### config.mk
export PLATFORM = sky130hd
export DESIGN_NAME = hsv_to_rgb_converter_core
export DESIGN_NICKNAME = d
export VERILOG_FILES = /design/src/rtl/core/hsvrgb_pkg.sv /design/src/rtl/core/hsv_to_rgb_converter_core.sv /design/src/rtl/core/hsvrgb_div.sv
export SDC_FILE = /design/constraint.sdc
export NUM_CORES = 2
export LEC_CHECK = 0
export ABC_AREA = 0
export ABC_CLOCK_PERIOD_IN_PS = 6500
export CORE_ASPECT_RATIO = 2
export CORE_MARGIN = 4
export CORE_UTILIZATION = 45
export CTS_BUF_LIST = sky130_fd_sc_hd__clkbuf_4 sky130_fd_sc_hd__clkbuf_8 sky130_fd_sc_hd__clkbuf_16
export DETAILED_ROUTE_END_ITERATION = 16
export DONT_BUFFER_PORTS = 1
export PLACE_DENSITY_LB_ADDON = 0.08
export SETUP_SLACK_MARGIN = 0.5
export SLEW_MARGIN = 5
export SYNTH_ARGS = -nofsm -noshare
export SYNTH_HDL_FRONTEND = slang
export SYNTH_SLANG_ARGS = --single-unit
### constraint.sdc
create_clock -name clock -period 6.5 [get_ports clock]
set_input_delay 0.65 -clock clock [delete_from_list [all_inputs] [get_ports clock]]
set_output_delay 0.65 -clock clock [all_outputs]
set_load 0.1 [all_outputs]
### src/rtl/core/hsvrgb_pkg.sv
package hsvrgb_pkg;

   // field widths
   localparam int HUE_W    = 9;
   localparam int COMP_W   = 8;
   localparam int OFFSET_W = 6;
   localparam int PROD_W   = 14;
   localparam int NUM_W    = 22;
   localparam int PNUM_W   = 16;

   // scale constants
   localparam int SECTOR_SPAN   = 60;
   localparam int SECTOR_COUNT  = 6;
   localparam int FULL_SCALE    = 255;
   localparam int PRODUCT_SCALE = 15300;
   localparam int FULL_HALF     = 127;
   localparam int PRODUCT_HALF  = 7650;

   // hue / 60 as multiply by 1093 >> 16, exact for 9-bit hue
   localparam int HUE_RECIP_W  = 11;
   localparam int HUE_RECIP    = 1093;
   localparam int HUE_SHIFT    = 16;
   localparam int HUE_PROD_W   = HUE_W + HUE_RECIP_W;
   localparam int HUE_QUO_W    = 4;

   // x / 255 estimate: multiply by 257 >> 16, low by at most one
   localparam int FULL_RECIP_W = 9;
   localparam int FULL_RECIP   = 257;
   localparam int FULL_SHIFT   = 16;
   localparam int FULL_PROD_W  = PNUM_W + FULL_RECIP_W;

   // x / 15300 estimate: multiply by 274 >> 22, low by at most one
   localparam int TERM_RECIP_W = 9;
   localparam int TERM_RECIP   = 274;
   localparam int TERM_SHIFT   = 22;
   localparam int TERM_PROD_W  = NUM_W + TERM_RECIP_W;

   // pipeline depth and occupancy counter width
   localparam int NUM_STAGES = 6;
   localparam int OCC_W      = $clog2(NUM_STAGES + 1);

   typedef enum logic [2:0] {
      SEC_RED_TO_YELLOW   = 3'd0,
      SEC_YELLOW_TO_GREEN = 3'd1,
      SEC_GREEN_TO_CYAN   = 3'd2,
      SEC_CYAN_TO_BLUE    = 3'd3,
      SEC_BLUE_TO_MAGENTA = 3'd4,
      SEC_MAGENTA_TO_RED  = 3'd5
   } sector_type;

   // load enables for the two divider stages
   typedef struct packed {
      logic load_est;
      logic load_fix;
   } div_en_type;

endpackage

### src/rtl/core/hsv_to_rgb_converter_core.sv
// channel | direction | ports
// req     | in        | req_valid, req_ready, req_hue, req_saturation, req_brightness
// rsp     | out       | rsp_valid, rsp_ready, rsp_red, rsp_green, rsp_blue
//
// six-stage pipeline, one transaction accepted per cycle while the output is not stalled
// stage cut: hue divide, offset and p estimate, products, term numerators,
// reciprocal divide by 15300 as estimate and correction (one unit each for q and t)
// synchronous reset clears the stage valid bits only
// a stage holds while its successor is full and stalled, bubbles are squeezed out
module hsv_to_rgb_converter_core import hsvrgb_pkg::*; (
   input  logic              clock,
   input  logic              reset,
   input  logic              req_valid,
   output logic              req_ready,
   input  logic [HUE_W-1:0]  req_hue,
   input  logic [COMP_W-1:0] req_saturation,
   input  logic [COMP_W-1:0] req_brightness,
   output logic              rsp_valid,
   input  logic              rsp_ready,
   output logic [COMP_W-1:0] rsp_red,
   output logic [COMP_W-1:0] rsp_green,
   output logic [COMP_W-1:0] rsp_blue
);

   // pipeline control
   logic [NUM_STAGES-1:0] valid_ff;
   logic [NUM_STAGES-1:0] valid_in;
   logic [NUM_STAGES-1:0] stage_rdy;
   logic [NUM_STAGES-1:0] upstream_vld;
   logic [NUM_STAGES-1:0] load;

   // stage 1
   logic [HUE_W-1:0]     s1_hue_ff;
   logic [COMP_W-1:0]    s1_sat_ff;
   logic [COMP_W-1:0]    s1_val_ff;
   logic [HUE_QUO_W-1:0] s1_hquo_ff;
   logic [PNUM_W-1:0]    s1_pnum_ff;
   logic [HUE_PROD_W-1:0] hue_prod;
   logic [PNUM_W-1:0]    pnum_in;

   // stage 2
   logic [COMP_W-1:0]   s2_sat_ff;
   logic [COMP_W-1:0]   s2_val_ff;
   sector_type          s2_sector_ff;
   logic [OFFSET_W-1:0] s2_off_ff;
   logic [PNUM_W-1:0]   s2_px_ff;
   logic [COMP_W-1:0]   s2_pest_ff;
   logic [HUE_W-1:0]    hue_base;
   logic [OFFSET_W-1:0] off_in;
   logic [HUE_QUO_W-1:0] sector_raw;
   logic [PNUM_W-1:0]   px_in;
   logic [FULL_PROD_W-1:0] pest_prod;

   // stage 3
   logic [COMP_W-1:0] s3_val_ff;
   sector_type        s3_sector_ff;
   logic [PROD_W-1:0] s3_rs_ff;
   logic [PROD_W-1:0] s3_ts_ff;
   logic [COMP_W-1:0] s3_p_ff;
   logic [PNUM_W-1:0] prem;
   logic [COMP_W-1:0] p_in;

   // stage 4
   logic [COMP_W-1:0] s4_val_ff;
   sector_type        s4_sector_ff;
   logic [COMP_W-1:0] s4_p_ff;
   logic [NUM_W-1:0]  s4_qx_ff;
   logic [NUM_W-1:0]  s4_tx_ff;

   // stages 5 and 6
   logic [COMP_W-1:0] s5_val_ff;
   sector_type        s5_sector_ff;
   logic [COMP_W-1:0] s5_p_ff;
   logic [COMP_W-1:0] s6_val_ff;
   sector_type        s6_sector_ff;
   logic [COMP_W-1:0] s6_p_ff;
   logic [COMP_W-1:0] term_q;
   logic [COMP_W-1:0] term_t;
   div_en_type        div_en;

   // ready ripples back from the output; a stage moves when it is empty or drains
   always_comb begin
      stage_rdy[NUM_STAGES-1] = ~valid_ff[NUM_STAGES-1] | rsp_ready;
      for (int i = NUM_STAGES - 2; i >= 0; i--) begin
         stage_rdy[i] = ~valid_ff[i] | stage_rdy[i+1];
      end
   end

   assign upstream_vld = {valid_ff[NUM_STAGES-2:0], req_valid};
   assign load         = stage_rdy & upstream_vld;
   assign valid_in     = load | (~stage_rdy & valid_ff);

   always_ff @(posedge clock) begin
      if (reset) begin
         valid_ff <= '0;
      end else begin
         valid_ff <= valid_in;
      end
   end

   assign req_ready = stage_rdy[0];
   assign rsp_valid = valid_ff[NUM_STAGES-1];

   // stage 1: hue quotient by reciprocal, p numerator
   assign hue_prod = HUE_PROD_W'(req_hue) * HUE_PROD_W'(HUE_RECIP);
   assign pnum_in  = PNUM_W'(req_brightness) * PNUM_W'(COMP_W'(FULL_SCALE) - req_saturation);

   always_ff @(posedge clock) begin
      if (load[0]) begin
         s1_hue_ff  <= req_hue;
         s1_sat_ff  <= req_saturation;
         s1_val_ff  <= req_brightness;
         s1_hquo_ff <= hue_prod[HUE_SHIFT +: HUE_QUO_W];
         s1_pnum_ff <= pnum_in;
      end
   end

   // stage 2: offset within sector, sector wrap, p quotient estimate
   assign hue_base   = HUE_W'(s1_hquo_ff) * HUE_W'(SECTOR_SPAN);
   assign off_in     = OFFSET_W'(s1_hue_ff - hue_base);
   assign sector_raw = (s1_hquo_ff >= HUE_QUO_W'(SECTOR_COUNT))
                       ? s1_hquo_ff - HUE_QUO_W'(SECTOR_COUNT) : s1_hquo_ff;
   assign px_in      = s1_pnum_ff + PNUM_W'(FULL_HALF);
   assign pest_prod  = FULL_PROD_W'(px_in) * FULL_PROD_W'(FULL_RECIP);

   always_ff @(posedge clock) begin
      if (load[1]) begin
         s2_sat_ff    <= s1_sat_ff;
         s2_val_ff    <= s1_val_ff;
         s2_sector_ff <= sector_type'(sector_raw[2:0]);
         s2_off_ff    <= off_in;
         s2_px_ff     <= px_in;
         s2_pest_ff   <= pest_prod[FULL_SHIFT +: COMP_W];
      end
   end

   // stage 3: offset times saturation, p correction
   assign prem = s2_px_ff - PNUM_W'(s2_pest_ff) * PNUM_W'(FULL_SCALE);
   assign p_in = (prem >= PNUM_W'(FULL_SCALE)) ? s2_pest_ff + 1'b1 : s2_pest_ff;

   always_ff @(posedge clock) begin
      if (load[2]) begin
         s3_val_ff    <= s2_val_ff;
         s3_sector_ff <= s2_sector_ff;
         s3_rs_ff     <= PROD_W'(s2_off_ff) * PROD_W'(s2_sat_ff);
         s3_ts_ff     <= PROD_W'(OFFSET_W'(SECTOR_SPAN) - s2_off_ff) * PROD_W'(s2_sat_ff);
         s3_p_ff      <= p_in;
      end
   end

   // stage 4: rounded numerators for q and t
   always_ff @(posedge clock) begin
      if (load[3]) begin
         s4_val_ff    <= s3_val_ff;
         s4_sector_ff <= s3_sector_ff;
         s4_p_ff      <= s3_p_ff;
         s4_qx_ff     <= NUM_W'(s3_val_ff) * NUM_W'(PROD_W'(PRODUCT_SCALE) - s3_rs_ff)
                         + NUM_W'(PRODUCT_HALF);
         s4_tx_ff     <= NUM_W'(s3_val_ff) * NUM_W'(PROD_W'(PRODUCT_SCALE) - s3_ts_ff)
                         + NUM_W'(PRODUCT_HALF);
      end
   end

   // stages 5 and 6: divide by 15300
   assign div_en.load_est = load[4];
   assign div_en.load_fix = load[5];

   hsvrgb_div u_div_q (
      .clock    (clock),
      .en       (div_en),
      .dividend (s4_qx_ff),
      .quotient (term_q)
   );

   hsvrgb_div u_div_t (
      .clock    (clock),
      .en       (div_en),
      .dividend (s4_tx_ff),
      .quotient (term_t)
   );

   always_ff @(posedge clock) begin
      if (load[4]) begin
         s5_val_ff    <= s4_val_ff;
         s5_sector_ff <= s4_sector_ff;
         s5_p_ff      <= s4_p_ff;
      end
      if (load[5]) begin
         s6_val_ff    <= s5_val_ff;
         s6_sector_ff <= s5_sector_ff;
         s6_p_ff      <= s5_p_ff;
      end
   end

   // sector select onto the color channels
   always_comb begin
      case (s6_sector_ff)
         SEC_RED_TO_YELLOW: begin
            rsp_red = s6_val_ff; rsp_green = term_t;    rsp_blue = s6_p_ff;
         end
         SEC_YELLOW_TO_GREEN: begin
            rsp_red = term_q;    rsp_green = s6_val_ff; rsp_blue = s6_p_ff;
         end
         SEC_GREEN_TO_CYAN: begin
            rsp_red = s6_p_ff;   rsp_green = s6_val_ff; rsp_blue = term_t;
         end
         SEC_CYAN_TO_BLUE: begin
            rsp_red = s6_p_ff;   rsp_green = term_q;    rsp_blue = s6_val_ff;
         end
         SEC_BLUE_TO_MAGENTA: begin
            rsp_red = term_t;    rsp_green = s6_p_ff;   rsp_blue = s6_val_ff;
         end
         default: begin
            rsp_red = s6_val_ff; rsp_green = s6_p_ff;   rsp_blue = term_q;
         end
      endcase
   end

endmodule

### src/rtl/core/hsvrgb_div.sv
module hsvrgb_div import hsvrgb_pkg::*; (
   input  logic              clock,
   input  div_en_type        en,
   input  logic [NUM_W-1:0]  dividend,
   output logic [COMP_W-1:0] quotient
);

   logic [NUM_W-1:0]       dividend_ff;
   logic [COMP_W-1:0]      est_ff;
   logic [COMP_W-1:0]      quotient_ff;
   logic [TERM_PROD_W-1:0] est_prod;
   logic [NUM_W-1:0]       est_back;
   logic [NUM_W-1:0]       remainder;
   logic [COMP_W-1:0]      quotient_in;

   // reciprocal estimate, never above the true quotient
   assign est_prod = TERM_PROD_W'(dividend) * TERM_PROD_W'(TERM_RECIP);

   always_ff @(posedge clock) begin
      if (en.load_est) begin
         dividend_ff <= dividend;
         est_ff      <= est_prod[TERM_SHIFT +: COMP_W];
      end
   end

   // one-step correction from the remainder
   assign est_back    = NUM_W'(est_ff) * NUM_W'(PRODUCT_SCALE);
   assign remainder   = dividend_ff - est_back;
   assign quotient_in = (remainder >= NUM_W'(PRODUCT_SCALE)) ? est_ff + 1'b1 : est_ff;

   always_ff @(posedge clock) begin
      if (en.load_fix) begin
         quotient_ff <= quotient_in;
      end
   end

   assign quotient = quotient_ff;

endmodule

==> flow_summary.ini <==
[run_status]
outcome = completed

[synth]
synth-adder-area-share_pct = 40.97
synth_top_family_by_area = adder cells
synth-simple-area-share_pct = 11.27
async_reset_ff_share_pct = 0
synth-edff-count = 309
synth_seq_cells = 315
yosys.cell_types.count = 85
yosysSeqAreaShare_pct = 25.01
synth-xor-area-share_pct = 5.424
muxShareOfSynthArea_pct = 1.179
postSynthCellCount = 3644
synthesis.area_sq_um = 37580
ys.flop_type = edfxtp_1
ys_warn_count = 0
syn_nets = 4652
synth_compound_area_share_pct = 8.025
syn_avg_cell_area_sq_um = 10.31

[flow_run]
drv_cap = 0

[worst_hold_path]
hp-class = in -> reg
hold_path_startpoint = reset

[drt]
ant_nets = 0
drc_errors = 0
drt-vias-per-instance = 5.116
drt-total-wl_um = 82640
dr.pass1.iters = 5
num_vias = 24950
drtIter0Drc = 732
wire_per_inst_um = 16.95

[layout]
nets = 4803
drive_above_1_share_pct = 14.03
area_delta_synth_final_pct = 14.00
utilization_pct = 51.87
n_antenna_cell = 0

[clocking]
cts_max_level = 2
clock_latency_ps = 580
postCtsHoldBufs = 0
cts_sinks = 315
clock_path_buffers = 3
cts_buffers = 35
root_buffer = clkbuf_16
clk_pin_slew_ps = 70
tritoncts = built

[critical_path]
critPathLaunchType = flip-flop
startpoint = u_div_q.est_ff[5]$_DFFE_PP_
end_kind = flip-flop
crit_fanout = 7
cp.arrival_ps = 6450
crit_required_ps = 6840
path_class = reg -> reg
r2r_start = u_div_q.est_ff[5]$_DFFE_PP_

[place]
place_congestion = 0.8677
hpwl_um = 69430
portBuffers = 0

[timing]
fmaxAchievable_mhz = 163.7
finalSetupViolations = 0
grt_setup_unrepaired = yes
maxSlewHeadroom_pct = 18.15
hold_viol = 0
final-max-slew-violation-count = 0
clock_skew_ps = 30.11
fin_crit_ps = 6110
worst_pin_slew_ps = 1229
fin_crit_sh_pct = 94.00

[global_route]
grtUsageMet2_pct = 40.89
grt_max_degree = 63
antenna_found_initial = 0
grt_pass1_vias = 27140
use_met3_pct = 1.759
grt_pass1_wl_um = 135300
grtUsageTotal_pct = 19.10
grt_overflow_total = 0
met1_usage_pct = 18.26
top_usage_layer = met2

[floorplanning]
die_area_sq_um = 88470
initial_core_util_pct = 45.50
die_x_um = 212.3
rows = 149
core_sq_um = 82590
ioPinCount = 55
die_h_um = 416.7
==> cells in the mapped netlist (58+ instances only) <==
cell	number	area [sq um]
xnor2_1	148	1296
o21ai_0	92	460.4
ha_1	560	7007
nor2b_1	106	663.1
nor2_1	112	420.4
edfxtp_1	309	9279
nand2b_1	58	362.9
inv_1	754	2830
a21oi_1	114	570.6
and2_1	157	982.2
fa_1	419	8388
nand2_1	215	807.0
xor2_1	81	709.4
==> path summary, 6_finish.rpt <==
kind / to / slack [ps] / depth (start not counted)
max: u_div_q.quotient[5]$_DFFE_PP_ / 390 / 22
min: flip-flop / 130 / 1
max reg2reg: u_div_q.quotient[5]$_DFFE_PP_ / 390 / 22
min reg2reg: s5_sector_ff[0]$_DFFE_PP_ / 420 / 0
==> cells by family (layout without fill, tap and decap cells) <==
kind of cell	after synthesis	after routing
adders and majority gates	979	979
buffers and inverters	813	989
and+or+nand+nor	810	810
AOI/OAI and AO/OA	454	454
DFF	315	315
xor gates and xnor gates	231	231
muxes	42	42
==> final cells by class <==
type                    instances  area (sq um)
repair buffers                173          1385
well taps                    1057          1323
inverters                     754          2840
fillers                      7604         39750
multi-input cells            2516         26760
flip-flops and latches        315          9399
clock inverters                24         239.0
clock buffers                  38         898.4
==> flip-flops by register name, summed over array words and instances, names as in the netlist, 13 cells and up, named ones only <==
register / cells
s3_rs_ff: 14
s4_qx_ff: 22
s2_px_ff: 16
u_div_t.dividend_ff: 20
s4_tx_ff: 21
u_div_q.dividend_ff: 20
s3_ts_ff: 13
s1_pnum_ff: 16
==> cells in the final DEF, fill, tap and decap left out, drive strengths merged, types with 42 or more instances in the layout <==
cell type,count
buf,173
ha,560
fa,419
o21ai,103
nand2,215
edfxtp,309
nor2,112
nand2b,58
nor3,42
and2,158
inv,759
xor2,82
nor2b,107
a21oi,115
xnor2,149
==> worst max-delay path: stages, from the launching register on <==
cell and delay [ps]:
edfxtp_1 420, fa_1 620, inv_2 50, fa_1 490
inv_2 50, fa_2 600, fa_1 460, ha_4 300
inv_2 40, o21ai_2 140, o41ai_2 90, buf_4 150
o21ai_4 150, o41ai_2 100, buf_4 150, xor2_2 140
ha_1 310, a21o_1 210, or4_4 530, a32oi_4 280
nand4_4 230, o211ai_1 270, xnor2_1 90
==> per-stage QoR <==
step,cell area [sq um],setup TNS (ps),setup WS [ps],hold slack (ps),instances
4_1_cts,41440,0,364.6,76.96,4829
5_1_grt,42840,0,176.8,95.74,4877
2_1_floorplan,37590,0,440.0,400.3,3644
3_3_place_gp,39570,-101.4,-28.79,401.2,4734
3_5_place_dp,39570,-698.4,-117.5,404.5,4734
6_report,42840,0,389.7,126.1,4877
==> layer usage <==
metal / share of wire (%) / up-vias
met5: 0 / -
met4: 3.3 / 0
met3: 1.8 / 130
met2: 61 / 235
met1: 34 / 12340
li1: - / 12240
==> what timing repair did <==
item | in CTS | in global routing
endpoints found under the setup margin | 26 | 38
hold endpoints to repair | 0 | 0
setup buffers | 33 | 48
pin swaps | 49 | 149
resized for setup | 108 | 194
cloned | 0 | 0
Power is not shown: default switching activity piles up to over one toggle a cycle in this logic, so the estimate is an artifact.
